File: config.mk
export PLATFORM = sky130hd
export DESIGN_NAME = byte_pattern_find_for_patch_core
export DESIGN_NICKNAME = d
export VERILOG_FILES = /design/src/sv/bpf_pkg.sv /design/src/sv/byte_pattern_find_for_patch_core.sv /design/src/sv/bpf_in_stage.sv /design/src/sv/bpf_match.sv
export SDC_FILE = /design/constraint.sdc
export NUM_CORES = 1
export LEC_CHECK = 0
export ABC_AREA = 1
export BUFFER_PORTS_ARGS = -buffer_cell sky130_fd_sc_hd__buf_2
export CAP_MARGIN = 20
export CORE_MARGIN = 3
export CORE_UTILIZATION = 63
export CTS_CLUSTER_DIAMETER = 60
export CTS_CLUSTER_SIZE = 20
export DETAILED_ROUTE_END_ITERATION = 8
export PLACE_DENSITY = 0.82
export SYNTH_ARGS = -nofsm -noshare
export SYNTH_HDL_FRONTEND = slang
export SYNTH_SLANG_ARGS = --single-unit
File: constraint.sdc
create_clock -name i_clk -period 8 [get_ports i_clk]
set_input_delay 2.4 -clock i_clk [delete_from_list [all_inputs] [get_ports i_clk]]
set_output_delay 2.4 -clock i_clk [all_outputs]
set_load 0.01 [all_outputs]
File: src/sv/bpf_pkg.sv
`default_nettype none

package bpf_pkg;

    localparam int PATTERN_MAX = 16;
    localparam int POS_BITS    = 32;

    localparam int BYTE_W      = 8;
    localparam int LEN_W       = $clog2(PATTERN_MAX + 1);
    localparam int IDX_W       = (PATTERN_MAX > 1) ? $clog2(PATTERN_MAX) : 1;
    localparam int CFG_DATA_W  = 64;
    localparam int CFG_IDX_W   = 3;
    localparam int OFFSET_W    = 16;
    localparam int PATCH_W     = 34;
    localparam int COUNT_W     = 8;
    localparam int START_W     = 32;

    localparam int OUT_FIELDS_W = START_W + PATCH_W + COUNT_W;
    localparam int OUT_TDATA_W  = ((OUT_FIELDS_W + 7) / 8) * 8;

    localparam logic [CFG_IDX_W-1:0] CFG_PATTERN_LOW  = 3'd0;
    localparam logic [CFG_IDX_W-1:0] CFG_PATTERN_HIGH = 3'd1;
    localparam logic [CFG_IDX_W-1:0] CFG_PATTERN_LEN  = 3'd2;
    localparam logic [CFG_IDX_W-1:0] CFG_PATCH_OFFSET = 3'd3;
    localparam logic [CFG_IDX_W-1:0] CFG_MAX_MATCHES  = 3'd4;

    typedef logic [PATTERN_MAX-1:0][BYTE_W-1:0] t_window;

    typedef struct packed {
        logic [BYTE_W-1:0] data_byte;
        logic              last_byte;
    } t_in_beat;

endpackage

`default_nettype wire

File: src/sv/byte_pattern_find_for_patch_core.sv
`default_nettype none
// Byte pattern search for patching.
// The slave stream carries the searched buffer, one byte per beat in tdata,
// with tlast on the final byte. The master stream carries one result beat for
// every byte that completes a match within the match limit and one for the
// final byte of a buffer. A match on the final byte gives a single beat with
// tuser and tlast both set; other non-final byte beats give no result beat.
// Each byte passes an input register and then one compare stage that writes
// the result register. A byte is accepted in every cycle while results are
// taken; the window compare of all pattern bytes is done in parallel in that
// stage. When the result register is full and the receiver stalls, one more
// byte is held in the input register and tready then drops until the result
// is taken. Reset clears the byte window, the position and match counters,
// and loads the register defaults: a one-byte zero pattern, zero offset and
// a limit of one match. Registers must be written only while the block is
// idle; the block itself does not enforce this.
module byte_pattern_find_for_patch_core (
    input  wire logic                                i_clk,
    input  wire logic                                i_rst_n,
    input  wire logic                                i_cfg_we,
    input  wire logic [bpf_pkg::CFG_IDX_W-1:0]       i_cfg_index,
    input  wire logic [bpf_pkg::CFG_DATA_W-1:0]      i_cfg_data,
    input  wire logic                                s_axis_tvalid,
    output logic                                     s_axis_tready,
    // Fields from bit 0: data_byte.
    input  wire logic [7:0]                          s_axis_tdata,
    input  wire logic                                s_axis_tlast,
    output logic                                     m_axis_tvalid,
    input  wire logic                                m_axis_tready,
    // Fields from bit 0: match_start, patch_address, match_number, zero fill.
    output logic [bpf_pkg::OUT_TDATA_W-1:0]          m_axis_tdata,
    // Fields from bit 0: match_found.
    output logic                                     m_axis_tuser,
    output logic                                     m_axis_tlast
);
    import bpf_pkg::*;

    logic [CFG_DATA_W-1:0] r_pat_lo;
    logic [CFG_DATA_W-1:0] r_pat_hi;
    logic [LEN_W-1:0]      r_pat_len;
    logic [OFFSET_W-1:0]   r_offset;
    logic [COUNT_W-1:0]    r_max;

    always_ff @(posedge i_clk) begin
        if (!i_rst_n) begin
            r_pat_lo  <= '0;
            r_pat_hi  <= '0;
            r_pat_len <= LEN_W'(1);
            r_offset  <= '0;
            r_max     <= COUNT_W'(1);
        end else if (i_cfg_we) begin
            unique case (i_cfg_index)
                CFG_PATTERN_LOW:  r_pat_lo  <= i_cfg_data;
                CFG_PATTERN_HIGH: r_pat_hi  <= i_cfg_data;
                CFG_PATTERN_LEN:  r_pat_len <= i_cfg_data[LEN_W-1:0];
                CFG_PATCH_OFFSET: r_offset  <= i_cfg_data[OFFSET_W-1:0];
                CFG_MAX_MATCHES:  r_max     <= i_cfg_data[COUNT_W-1:0];
                default: ;
            endcase
        end
    end

    logic [LEN_W-1:0] len;
    t_window          pattern;
    logic [2*CFG_DATA_W-1:0] pat_all;

    assign pat_all = {r_pat_hi, r_pat_lo};
    assign pattern = t_window'(pat_all[PATTERN_MAX*BYTE_W-1:0]);

    always_comb begin
        if (r_pat_len == '0) begin
            len = LEN_W'(1);
        end else if (r_pat_len > LEN_W'(PATTERN_MAX)) begin
            len = LEN_W'(PATTERN_MAX);
        end else begin
            len = r_pat_len;
        end
    end

    t_in_beat in_beat;
    t_in_beat cur;
    logic     cur_valid;
    logic     out_free;
    logic     step;
    logic     equal;

    assign in_beat.data_byte = s_axis_tdata;
    assign in_beat.last_byte = s_axis_tlast;

    assign out_free = !m_axis_tvalid || m_axis_tready;
    assign step     = cur_valid && out_free;

    bpf_in_stage u_in (
        .i_clk         (i_clk),
        .i_rst_n       (i_rst_n),
        .s_axis_tvalid (s_axis_tvalid),
        .s_axis_tready (s_axis_tready),
        .i_beat        (in_beat),
        .i_take        (step),
        .o_valid       (cur_valid),
        .o_beat        (cur)
    );

    bpf_match u_match (
        .i_clk     (i_clk),
        .i_rst_n   (i_rst_n),
        .i_step    (step),
        .i_byte    (cur.data_byte),
        .i_pattern (pattern),
        .i_len     (len),
        .o_equal   (equal)
    );

    logic [POS_BITS-1:0] r_pos;
    logic [LEN_W-1:0]    r_since;
    logic [COUNT_W-1:0]  r_count;

    logic [LEN_W-1:0]    avail;
    logic                hit;
    logic [COUNT_W-1:0]  count_inc;
    logic [POS_BITS-1:0] start;
    logic [PATCH_W-1:0]  patch;

    assign avail = (r_since >= LEN_W'(PATTERN_MAX)) ? LEN_W'(PATTERN_MAX)
                                                    : r_since + LEN_W'(1);
    assign hit       = (avail >= len) && (r_count < r_max) && equal;
    assign count_inc = r_count + COUNT_W'(1);
    assign start     = r_pos - POS_BITS'(len - LEN_W'(1));
    assign patch     = PATCH_W'(start) + {{(PATCH_W-OFFSET_W){r_offset[OFFSET_W-1]}}, r_offset};

    always_ff @(posedge i_clk) begin
        if (!i_rst_n) begin
            r_pos   <= '0;
            r_since <= '0;
            r_count <= '0;
        end else if (step) begin
            if (cur.last_byte) begin
                r_pos   <= '0;
                r_since <= '0;
                r_count <= '0;
            end else begin
                r_pos   <= r_pos + POS_BITS'(1);
                r_since <= hit ? '0 : avail;
                r_count <= hit ? count_inc : r_count;
            end
        end
    end

    logic                r_out_valid;
    logic                r_found;
    logic [START_W-1:0]  r_start;
    logic [PATCH_W-1:0]  r_patch;
    logic [COUNT_W-1:0]  r_number;
    logic                r_end;

    always_ff @(posedge i_clk) begin
        if (!i_rst_n) begin
            r_out_valid <= 1'b0;
        end else if (step && (hit || cur.last_byte)) begin
            r_out_valid <= 1'b1;
        end else if (m_axis_tready) begin
            r_out_valid <= 1'b0;
        end
    end

    always_ff @(posedge i_clk) begin
        if (step && (hit || cur.last_byte)) begin
            r_found  <= hit;
            r_start  <= hit ? START_W'(start) : '0;
            r_patch  <= hit ? patch : '0;
            r_number <= hit ? count_inc : r_count;
            r_end    <= cur.last_byte;
        end
    end

    assign m_axis_tvalid = r_out_valid;
    assign m_axis_tuser  = r_found;
    assign m_axis_tlast  = r_end;
    assign m_axis_tdata  = OUT_TDATA_W'({r_number, r_patch, r_start});

    assert property (@(posedge i_clk) disable iff (!i_rst_n)
        r_since <= LEN_W'(PATTERN_MAX))
        else $error("bytes since match above window depth");

    assert property (@(posedge i_clk) disable iff (!i_rst_n)
        (m_axis_tvalid && !m_axis_tlast) |-> m_axis_tuser)
        else $error("result beat without match or buffer end");

    assert property (@(posedge i_clk) disable iff (!i_rst_n)
        (m_axis_tvalid && !m_axis_tuser) |-> (r_start == '0 && r_patch == '0))
        else $error("end beat without match carries a position");

    assert property (@(posedge i_clk) disable iff (!i_rst_n)
        (m_axis_tvalid && m_axis_tuser) |-> (r_number != '0))
        else $error("match beat with zero match number");

    assert property (@(posedge i_clk) disable iff (!i_rst_n)
        (step && cur.last_byte) |=> (r_pos == '0 && r_count == '0 && r_since == '0))
        else $error("buffer state not cleared after final byte");

endmodule

`default_nettype wire

File: src/sv/bpf_in_stage.sv
`default_nettype none

module bpf_in_stage (
    input  wire logic             i_clk,
    input  wire logic             i_rst_n,
    input  wire logic             s_axis_tvalid,
    output logic                  s_axis_tready,
    input  wire bpf_pkg::t_in_beat i_beat,
    input  wire logic             i_take,
    output logic                  o_valid,
    output bpf_pkg::t_in_beat     o_beat
);
    import bpf_pkg::*;

    logic     r_valid;
    t_in_beat r_beat;

    assign s_axis_tready = !r_valid || i_take;
    assign o_valid       = r_valid;
    assign o_beat        = r_beat;

    always_ff @(posedge i_clk) begin
        if (!i_rst_n) begin
            r_valid <= 1'b0;
        end else if (s_axis_tvalid && s_axis_tready) begin
            r_valid <= 1'b1;
        end else if (i_take) begin
            r_valid <= 1'b0;
        end
    end

    always_ff @(posedge i_clk) begin
        if (s_axis_tvalid && s_axis_tready) begin
            r_beat <= i_beat;
        end
    end

endmodule

`default_nettype wire

File: src/sv/bpf_match.sv
`default_nettype none

module bpf_match (
    input  wire logic                        i_clk,
    input  wire logic                        i_rst_n,
    input  wire logic                        i_step,
    input  wire logic [bpf_pkg::BYTE_W-1:0]  i_byte,
    input  wire bpf_pkg::t_window            i_pattern,
    input  wire logic [bpf_pkg::LEN_W-1:0]   i_len,
    output logic                             o_equal
);
    import bpf_pkg::*;

    t_window r_win;
    t_window n_win;

    always_comb begin
        n_win[0] = i_byte;
        for (int j = 1; j < PATTERN_MAX; j++) begin
            n_win[j] = r_win[j-1];
        end
    end

    // Pattern byte 0 lines up with the oldest byte of the candidate match.
    always_comb begin
        logic [LEN_W-1:0] idx;
        o_equal = 1'b1;
        for (int i = 0; i < PATTERN_MAX; i++) begin
            idx = i_len - LEN_W'(1) - LEN_W'(i);
            if (LEN_W'(i) < i_len && i_pattern[i] != n_win[idx[IDX_W-1:0]]) begin
                o_equal = 1'b0;
            end
        end
    end

    always_ff @(posedge i_clk) begin
        if (!i_rst_n) begin
            r_win <= '0;
        end else if (i_step) begin
            r_win <= n_win;
        end
    end

endmodule

`default_nettype wire
### Word-level counts from Yosys, hierarchy flattened

Cells that the tools add are included.

* bits in registers: 409
* input port bits: 81
* output and inout port bits: 84
* logic and storage cells: 205

* add/subtract/negate cells: 22
* order comparisons: 36
* equality and inequality tests: 20
* multiplexer cells: 60
* reductions and logical operators: 35

Operators by type and width (number)
* $bmux 8 s4: 16
* $mux 8: 18
* $ne 8x8->1: 16
* $lt 4x5->1 const B: 16
* $lt 4x5->1 const A: 8
* $add 33x16->34: 1
* $add 32x1->32 const B: 1
* $mux 32: 1
* $sub 32x32->32: 1
* $sub 4x4->4 const B: 8
* $mux 5: 5
* $logic_and 1x1->1: 21
* $lt 3x5->1 const A: 4
* $mux 1: 20
* $sub 4x3->4 const B: 4
* $lt 1x5->1 const A: 2
* $lt 2x5->1 const A: 2
* $reduce_and 2->1: 5
* $add 8x1->8 const B: 1
* $lt 8x8->1: 1
* $sub 4x1->4 const B: 2
* $sub 4x2->4 const B: 2
* $eq 3x2->1 const B: 2
* $sub 5x1->6 const B: 1
* 11 further kinds: 15

### Longest topological paths before layout

Gate-level depths: netlist of run 1.

* word-level depth: 28
* mapped depth: 43
* gate-level depth less buffers: 41

### By module

From an unflattened synthesis of run 1, not the netlist that was laid out.

* cells, all modules: 5074
* area total of the unflattened synthesis: 30135.2 µm²

Modules (own cells, without submodules)
* byte_pattern_find_for_patch_core: instances 1, cells an instance 2170, area each 15399.8 µm², sequential area each 6346.1 µm²
* bpf_match: instances 1, cells an instance 2888, area each 14413.8 µm², sequential area each 2402.3 µm²
* bpf_in_stage: instances 1, cells an instance 16, area each 321.6 µm², sequential area each 290.3 µm²

### Worst setup path after synthesis of run 1

Ideal clock, no wire load.

* kind: register to register
* start point: register r_pat_len[4]
* end point: register r_end, in the netlist m_axis_tlast, enable pin
* library setup time: 0.431 ns
* arrival: 5.830 ns
* required time: 7.569 ns
* setup slack: 1.739 ns
* stages on the path, launching flop included: 32
* path buffers: 7
* clock period less this slack: 6.261 ns
* cells stage by stage: dfxtp_1 buf_4 inv_4 buf_4 nand2_1 clkbuf_1 ha_1 inv_1 clkbuf_1 buf_1 ha_1 clkbuf_1 inv_1 buf_1 nand3_1 nand2_1 nand2_1 nand2_1 nand2_1 nand2_1 nand2_1 nor2_1 nand2_1 nand2_1 nand2_1 inv_1 nand2_1 nor2_1 nand3_4 nand2_1 nand2_1 inv_1

* cells in the longest elaborated chain, start to end: 27
* elaborated cells on any way between the ends: 121
* classes of those cells: 16 x add/sub; 18 x order compare; 16 x eq/ne; 50 x mux; 21 x reduce/logical

Ends and longest elaborated chain
* start: declaration: RTL line byte_pattern_find_for_patch_core.sv:40 `logic [LEN_W-1:0] r_pat_len;`
* start signal: assignment: RTL line byte_pattern_find_for_patch_core.sv:55 `CFG_PATTERN_LEN: r_pat_len <= i_cfg_data[LEN_W-1:0];`
* $gt 5x5->1: RTL line byte_pattern_find_for_patch_core.sv:73 `end else if (r_pat_len > LEN_W'(PATTERN_MAX)) begin`
* $mux 5: RTL line byte_pattern_find_for_patch_core.sv:73
* $mux 5 *: RTL line byte_pattern_find_for_patch_core.sv:71 `if (r_pat_len == '0) begin`
* $sub 4x1->4: RTL line bpf_match.sv:29 `idx = i_len - LEN_W'(1) - LEN_W'(i);`
* $sub 4x1->4 or $bmux 8 s4 (tied branches): RTL line bpf_match.sv:29, bpf_match.sv:30
* $bmux 8 s4 or $mux 8 (tied branches): RTL line bpf_match.sv:30 `if (LEN_W'(i) < i_len && i_pattern[i] != n_win[idx[IDX_W-1:0]]) begin`
* $mux 8 (not written as such) or $ne 8x8->1 (tied branches): RTL line bpf_match.sv:30
* $ne 8x8->1 or $logic_and 1x1->1 (tied branches): RTL line bpf_match.sv:30
* $logic_and 1x1->1 or $mux 1 (tied branches): RTL line bpf_match.sv:30
* $mux 1 (15 in a row): RTL line bpf_match.sv:30
* $logic_and 1x1->1 *: RTL line byte_pattern_find_for_patch_core.sv:126 `assign hit = (avail >= len) && (r_count < r_max) && equal;`
* $logic_or 1x1->1 *: RTL line byte_pattern_find_for_patch_core.sv:167 `if (step && (hit || cur.last_byte)) begin`
* $logic_and 1x1->1 *: RTL line byte_pattern_find_for_patch_core.sv:167
* end signal: assignment: RTL line byte_pattern_find_for_patch_core.sv:172 `r_end <= cur.last_byte;`
* end: declaration: RTL line byte_pattern_find_for_patch_core.sv:154 `logic r_end;`

Every way passes the cells marked *; elsewhere a longest branch is shown, timed or not. The select of a mux whose other input is x is not followed.
A chain may end at the register's enable or synchronous reset.

### Final worst setup path of run 1

* start point: register r_pat_len[4]
* end point: register r_patch[33] (data pin)

* elaborated cells on any way between the ends: 122
* classes of those cells: 19 x add/sub; 18 x order compare; 16 x eq/ne; 50 x mux; 19 x reduce/logical

RTL lines
* $gt 5x5->1: RTL line byte_pattern_find_for_patch_core.sv:73
* $mux 5: RTL line byte_pattern_find_for_patch_core.sv:73
* $mux 5 *: RTL line byte_pattern_find_for_patch_core.sv:71
* $sub 5x1->6 *: RTL line byte_pattern_find_for_patch_core.sv:128 `assign start = r_pos - POS_BITS'(len - LEN_W'(1));`
* $sub 32x32->32 *: RTL line byte_pattern_find_for_patch_core.sv:128
* net start[24]: RTL line byte_pattern_find_for_patch_core.sv:121 `logic [POS_BITS-1:0] start;`
* $add 33x16->34 *: RTL line byte_pattern_find_for_patch_core.sv:129 `assign patch = PATCH_W'(start) + {{(PATCH_W-OFFSET_W){r_offset[OFFSET_W-1]}}, r_offset};`
* end signal: assignment: RTL line byte_pattern_find_for_patch_core.sv:170 `r_patch <= hit ? patch : '0;`
* end: declaration: RTL line byte_pattern_find_for_patch_core.sv:152 `logic [PATCH_W-1:0] r_patch;`

Mark *: on every way through the listed nets, which the timed path passes. The rest lies on a longest branch. The select of a mux whose other input is x is not followed.

==> impl_metrics.json, run 1 <==
{
  "slew-limit-headroom_pct": 28.0,
  "cts.path.max_buffers": 3,
  "die_width_um": 218,
  "part_of_the_yosys_area_used_for_sequential_elements_pct": 32.0,
  "timing.critical_path.required_ns": 8.27,
  "timing.final.crit_period_ns": 6.48,
  "layout-drive-gt1-share_pct": 6.80,
  "total_number_of_vias": 30600,
  "grt_first_pass_wirelength_um": 150000,
  "startpoint_type": "flop",
  "hp-start": "r_offset[6]",
  "vdd_drop_max_mv": 0.200,
  "all_layer_global_routing_usage_pct": 40.2,
  "core_area_sq_mm": 0.0436,
  "worst_slew_pin_slew_ns": 1.07,
  "hp-class": "flop to flop",
  "grt_antenna_before_repair": 2,
  "grt_overflow_total": 0,
  "pin_count": 165,
  "resize_count_post_cts": 0,
  "clk_pin_slew_ns": 0.07,
  "cts_made_buffers": 39,
  "synth-seq-cells": 409,
  "ys_types": 46,
  "die-area_sq_mm": 0.0474,
  "cap_violations": 0,
  "clock-root-buffer": "sky130_fd_sc_hd__clkbuf_16",
  "reg2reg_to": "r_patch[33]",
  "final-hold-violation-count": 0,
  "antenna-diode-count": 0,
  "rsz0062_at_grt": "false",
  "synth_edf_count": 85,
  "netlist_top_cells_count": "1,465 x sky130_fd_sc_hd__nand2_1, 713 x sky130_fd_sc_hd__nand3_1, 412 x sky130_fd_sc_hd__inv_1, 337 x sky130_fd_sc_hd__a21oi_1, 333 x sky130_fd_sc_hd__o21ai_0",
  "place.gp.congestion": 1.09,
  "power_dens_cells_mw_per_mm2": 210,
  "reg_to_reg_slack_setup_ns": 1.52,
  "first_global_vias": 27400,
  "worst_r2r_startpoint": "r_pat_len[4]",
  "ant_nets": 0,
  "clkSinkCount": 409,
  "outcome": "finished, final reports clean",
  "primary_ff_master_synth": "sky130_fd_sc_hd__dfxtp_1",
  "sum_of_routed_wire_length_over_all_layers_um": 97900,
  "synth-warning-count": 0,
  "place.detailed.instances": 5103,
  "avgSynthCellArea_sq_um": 6.21,
  "final.setup_skew_ns": 0.0260,
  "number_of_standard_cells_in_the_layout_taps_in_and_fillers_out": 5175,
  "initial_core_util_pct": 64.8,
  "io_buffers": 158,
  "critPathMostFrequentCell": "sky130_fd_sc_hd__nand2_1",
  "route.detailed.drc": 0,
  "pin_count_of_the_biggest_net_entering_global_routing": 114,
  "htreeDepth": 2,
  "critical_path_arrival_ns": 6.75,
  "synth.area.top_cells": "sky130_fd_sc_hd__dfxtp_1 23%, sky130_fd_sc_hd__nand2_1 19%, sky130_fd_sc_hd__nand3_1 13%",
  "fmax_mhz": 154,
  "worst-r2r-cell-count": 35,
  "cpPeakStageDelay_ns": 0.67,
  "place_ws_ns": 1.66,
  "worstSetupPathType": "flop to flop",
  "endpoint_kind": "flop",
  "utilization_pct": 69.7,
  "finalSetupViolations": 0,
  "post_synth_inst_count": 4553,
  "place.detailed.hpwl_um": 71900,
  "setup_slack_ns": 1.52,
  "syn_area_sq_mm": 0.0283,
  "maxSlewViolCount": 0,
  "via_per_inst": 5.91,
  "hold_end": "r_offset[6]",
  "critical_path.slowest_cell": "sky130_fd_sc_hd__nand2_2",
  "synth_top_area_share_pct": 22.9,
  "cts_tree": "done",
  "most_used_standard_cell_by_instance_count_after_synthesis": "sky130_fd_sc_hd__nand2_1",
  "finalCritPeriodShare_pct": 81.0,
  "hold_buffers": 0,
  "yosys.area.top_type": "sky130_fd_sc_hd__dfxtp_1",
  "post_cts.repair.setup_buffers": 0,
  "area.growth.synth_to_final_pct": 7.62,
  "first_iter_violations": 3613,
  "dr.pass1.iters": 7,
  "route.detailed.wl_per_inst_um": 18.9,
  "static-leakage-power_nw": 14.7,
  "dieHeight_um": 218,
  "postSynth.asyncResetShare_pct": 0,
  "finalNetCount": 4732,
  "fp-row-count": 76,
  "worst_skew_pair.late_latency_ns": 0.59,
  "fin_tns_setup_ns": 0,
  "path_max_fanout": 39,
  "worstHoldPathCells": 2
}
-- layer usage --
| metal | share of wire, % | vias to the layer above | GRT usage (%) | wire [um] |
|---|---|---|---|---|
| met5 | 0 | - | 0 | 0 |
| met4 | 8.6 | 0 | 28.9 | 8470 |
| met3 | 9.9 | 304 | 8.03 | 9700 |
| met2 | 43 | 1522 | 63.4 | 42200 |
| met1 | 38 | 13900 | 49.2 | 37500 |
| li1 | - | 14900 | - | - |
-- logic make-up (layout without fill, tap and decap cells) --
| family | after synthesis | after routing | synth area share [%] |
|---|---|---|---|
| other | 1 | 6 | 0.0133 |
| DFF | 409 | 409 | 32.0 |
| xor gates and xnor gates | 58 | 58 | 1.80 |
| adders and majority gates | 92 | 92 | 4.13 |
| AOI/OAI and AO/OA | 732 | 732 | 13.5 |
| and+or+nand+nor | 2610 | 2610 | 39.3 |
| buffers and inverters | 651 | 683 | 9.32 |
-- worst max path at each step --
| stage | endpoint | slack (ns) | cells past startpoint | startpoint |
|---|---|---|---|---|
| finish | r_patch[33] | 1.52 | 35 | r_pat_len[4] |
| global route | r_patch[33] | 0.93 | 32 | r_pat_len[4] |
| CTS | r_patch[33] | 1.62 | 35 | r_pat_len[4] |
| detailed placement | r_patch[33] | 1.66 | 35 | r_pat_len[4] |
| global placement | r_patch[33] | 1.81 | 35 | r_pat_len[4] |
| floorplan | m_axis_tlast | 1.74 | 31 | r_pat_len[4] |
-- state kept, by name, summed over array words and instances, names as in the netlist --
signal,count
r_pat_hi,64
r_max,8
r_pat_len,5
r_pos,32
m_axis_tuser,1
r_number,8
r_pat_lo,64
r_count,8
r_start,32
r_patch,34
u_in.o_valid,1
u_in.o_beat,9
u_match.n_win,120
m_axis_tlast,1
r_offset,16
r_since,5
m_axis_tvalid,1
-- cell type report --
class                           instances  area (sq um)
Sequential cell                       409          9040
Inverter                              419          1580
Clock inverter                         30           334
Clock buffer                           42          1030
Fill cell                            3952         13200
Timing Repair Buffer                  192          1060
Multi-Input combinational cell       3498         16600
Tap cell                              585           732
-- power by group --
| part | switching (W) | total (W) | internal [W] | leakage, nW |
|---|---|---|---|---|
| Clock | 0.000946 | 0.00200 | 0.00106 | 0.671 |
| Sequential | 0.0000603 | 0.00225 | 0.00219 | 3.39 |
| Combinational | 0.00151 | 0.00213 | 0.000620 | 10.7 |
-- cell usage in the layout (no fill, tap or decap), types with 5 or more instances in the layout --
master | Yosys | final
sky130_fd_sc_hd__inv_1 | 412 | 410
sky130_fd_sc_hd__nand2_2 | 13 | 14
sky130_fd_sc_hd__dfxtp_1 | 324 | 324
sky130_fd_sc_hd__o211ai_1 | 6 | 6
sky130_fd_sc_hd__nand3b_1 | 52 | 52
sky130_fd_sc_hd__nand2_4 | 2 | 5
sky130_fd_sc_hd__o21ai_0 | 333 | 333
sky130_fd_sc_hd__edfxtp_1 | 85 | 85
sky130_fd_sc_hd__a21boi_0 | 7 | 7
sky130_fd_sc_hd__inv_6 | 0 | 8
sky130_fd_sc_hd__buf_4 | 23 | 33
sky130_fd_sc_hd__o21ai_1 | 7 | 7
sky130_fd_sc_hd__nor2_1 | 294 | 293
sky130_fd_sc_hd__nand2_1 | 1465 | 1461
sky130_fd_sc_hd__ha_1 | 90 | 89
sky130_fd_sc_hd__nor3_1 | 18 | 17
sky130_fd_sc_hd__a31oi_1 | 6 | 6
sky130_fd_sc_hd__xnor2_1 | 14 | 14
sky130_fd_sc_hd__xor2_1 | 44 | 44
sky130_fd_sc_hd__o21bai_1 | 6 | 6
sky130_fd_sc_hd__o21a_1 | 12 | 12
sky130_fd_sc_hd__a21o_1 | 7 | 7
sky130_fd_sc_hd__and2_1 | 7 | 7
sky130_fd_sc_hd__nand3_1 | 713 | 713
sky130_fd_sc_hd__a21oi_1 | 337 | 337
sky130_fd_sc_hd__buf_2 | 45 | 157
sky130_fd_sc_hd__or2_2 | 11 | 11
sky130_fd_sc_hd__clkbuf_16 | 0 | 40
sky130_fd_sc_hd__inv_2 | 5 | 7
sky130_fd_sc_hd__conb_1 | 1 | 6
sky130_fd_sc_hd__nand4_1 | 22 | 22
sky130_fd_sc_hd__nor2_2 | 4 | 5
-- critical path, delay by kind of cell, from the launching register on --
kind	cells	cell delay, ns
DFF	1	0.52
buffers and inverters	2	0.21
and+or+nand+nor	23	3.10
adders and majority gates	3	1.05
AOI/OAI and AO/OA	7	1.27
-- per-stage QoR --
stage | instance area (sq um) | total power [W] | hold WS, ns
finish | 30400 | 0.00638 | 0.452
detailed placement | 29100 | 0.00435 | 0.445
floorplan | 28300 | 0.00377 | 0.423
global route | 30400 | 0.00670 | 0.472
CTS | 30400 | 0.00633 | 0.456
global placement | 29100 | 0.00432 | 0.438
(Power assumes the default switching activity.)
==> run 2: changes to the inputs <==
==> constraint.sdc (replaced) <==
create_clock -name i_clk -period 6.79 [get_ports i_clk]
set_input_delay 2.037 -clock i_clk [delete_from_list [all_inputs] [get_ports i_clk]]
set_output_delay 2.037 -clock i_clk [all_outputs]
set_load 0.01 [all_outputs]
==> run 2 against run 1 <==
Against the previous run: sequential share of layout area barely moved; cell count barely moved; global-route usage fell by 1.2 points; non-clock buffer count rose by 6; combinational power rose by 17%; core utilization fell by 0.055 points; routed wire length fell by 3.0%; setup slack got worse by 0.95 ns; final area barely moved; via count fell by 0.72%; clock skew rose by 0.023 ns; critical endpoint is now r_patch[24].
==> impl_metrics.json, run 2 (synthesis results as in run 1) <==
{
  "grt_antenna_before_repair": 2,
  "worst_skew_pair.late_latency_ns": 0.60,
  "place.detailed.hpwl_um": 69100,
  "timing.final.crit_period_ns": 6.22,
  "ant_nets": 0,
  "slew-limit-headroom_pct": 26.9,
  "vdd_drop_max_mv": 0.223,
  "nFillCells": 3950,
  "reg2reg_to": "r_patch[24]",
  "clk_pin_slew_ns": 0.07,
  "via_per_inst": 5.87,
  "worst_slew_pin_slew_ns": 1.09,
  "io_buffers": 158,
  "cts_tree": "done",
  "outcome": "finished, final reports clean",
  "maxSlewViolCount": 0,
  "resize_count_post_cts": 0,
  "critical_path.slowest_cell": "sky130_fd_sc_hd__buf_4",
  "fp-row-count": 76,
  "area.growth.synth_to_final_pct": 7.54,
  "hp-start": "r_offset[14]",
  "timing.critical_path.required_ns": 7.05,
  "initial_core_util_pct": 64.8,
  "dr.pass1.iters": 8,
  "first_global_vias": 26900,
  "worstHoldPathCells": 2,
  "layout.cells.most_common": "sky130_fd_sc_hd__nand2_1",
  "post_cts.repair.setup_buffers": 0,
  "cts.path.max_buffers": 3,
  "dieHeight_um": 218,
  "number_of_flip_flops_under_the_largest_register_name": 120,
  "cts_made_buffers": 38,
  "critical_path_arrival_ns": 6.48,
  "worst-r2r-cell-count": 27,
  "route.detailed.drc": 0,
  "hold_buffers": 0,
  "cap_violations": 0,
  "hold_end": "r_offset[14]",
  "worst_r2r_startpoint": "r_pat_len[4]",
  "first_iter_violations": 3384,
  "clkSinkCount": 409,
  "worstSetupPathType": "flop to flop",
  "multi_input_area_sq_mm": 0.0166,
  "power_dens_cells_mw_per_mm2": 244,
  "critPathMostFrequentCell": "sky130_fd_sc_hd__nand2_1",
  "endpoint_kind": "flop",
  "htreeDepth": 2,
  "rsz0062_at_grt": "true",
  "final.setup_skew_ns": 0.0495,
  "fmax_mhz": 161,
  "finalCritPeriodShare_pct": 91.6,
  "startpoint_type": "flop",
  "place_ws_ns": 0.819,
  "route.detailed.wl_per_inst_um": 18.3,
  "die_width_um": 218,
  "pin_count": 165,
  "layout-drive-gt1-share_pct": 6.75,
  "finalSetupViolations": 0,
  "antenna-diode-count": 0,
  "hp-class": "flop to flop",
  "core_area_sq_mm": 0.0436,
  "place.gp.congestion": 1.05,
  "cpPeakStageDelay_ns": 0.64,
  "total_number_of_vias": 30400,
  "utilization_pct": 69.6,
  "final-hold-violation-count": 0,
  "finalNetCount": 4737,
  "layout.cells.most_common_list": "1,461 x sky130_fd_sc_hd__nand2_1, 713 x sky130_fd_sc_hd__nand3_1, 410 x sky130_fd_sc_hd__inv_1",
  "grt_overflow_total": 0,
  "clock-root-buffer": "sky130_fd_sc_hd__clkbuf_16",
  "static-leakage-power_nw": 14.7,
  "sum_of_routed_wire_length_over_all_layers_um": 95000,
  "fin_tns_setup_ns": 0,
  "setup_slack_ns": 0.570,
  "pin_count_of_the_biggest_net_entering_global_routing": 117,
  "path_max_fanout": 49,
  "die-area_sq_mm": 0.0474,
  "sequential_cell_area_sq_mm": 0.00904,
  "grt_first_pass_wirelength_um": 146000,
  "all_layer_global_routing_usage_pct": 39.1,
  "reg_to_reg_slack_setup_ns": 0.57
}
run 2: how the worst max path moves through the flow:
| stage | startpoint | to | cells past startpoint |
|---|---|---|---|
| after floorplan | r_pat_len[4] | m_axis_tlast | 31 |
| after global placement | r_pat_len[4] | r_start[22] | 28 |
| after detailed placement | r_pat_len[4] | r_start[27] | 28 |
| after CTS | r_pat_len[4] | r_patch[24] | 28 |
| after global routing | r_pat_len[4] | r_patch[33] | 31 |
| final | r_pat_len[4] | r_patch[24] | 27 |
run 2: power breakdown:
part	switching, W	internal, W
combinational	0.00176	0.000732
clock	0.00107	0.00120
sequential	0.0000704	0.00258
run 2: critical path, delay by kind of cell (launching register included):
kind                     cells  cell delay, ns
AND/OR/NAND/NOR             20            2.98
buffers and inverters        6            2.06
flip-flops                   1            0.40
adder cells (fa/ha/maj)      1            0.36
run 2: metal layers:
metal / global-route usage, % / part of all wire, %
met2: 61.4 / 43
met5: 0 / 0.014
met3: 8.26 / 10
met1: 47.7 / 39
met4: 28.0 / 8.6
run 2: cell type report:
class                           instances  share of cell area (%)
Sequential cell                       409                    29.7
Clock buffer                           42                    3.21
Clock inverter                         26                    1.05
Timing Repair Buffer                  198                    3.65
Inverter                              419                    5.18
Tap cell                              585                    2.41
Multi-Input combinational cell       3498                    54.8
run 2: through the flow:
stage          cell area, sq um  power [W]  instances  hold slack, ns
2_1_floorplan             28300    0.00444       4558           0.423
3_3_place_gp              29100    0.00509       5109           0.440
3_5_place_dp              29100    0.00511       5109           0.445
4_1_cts                   30400    0.00735       5177           0.455
5_1_grt                   30400    0.00779       5177           0.472
6_report                  30400    0.00741       5177           0.454
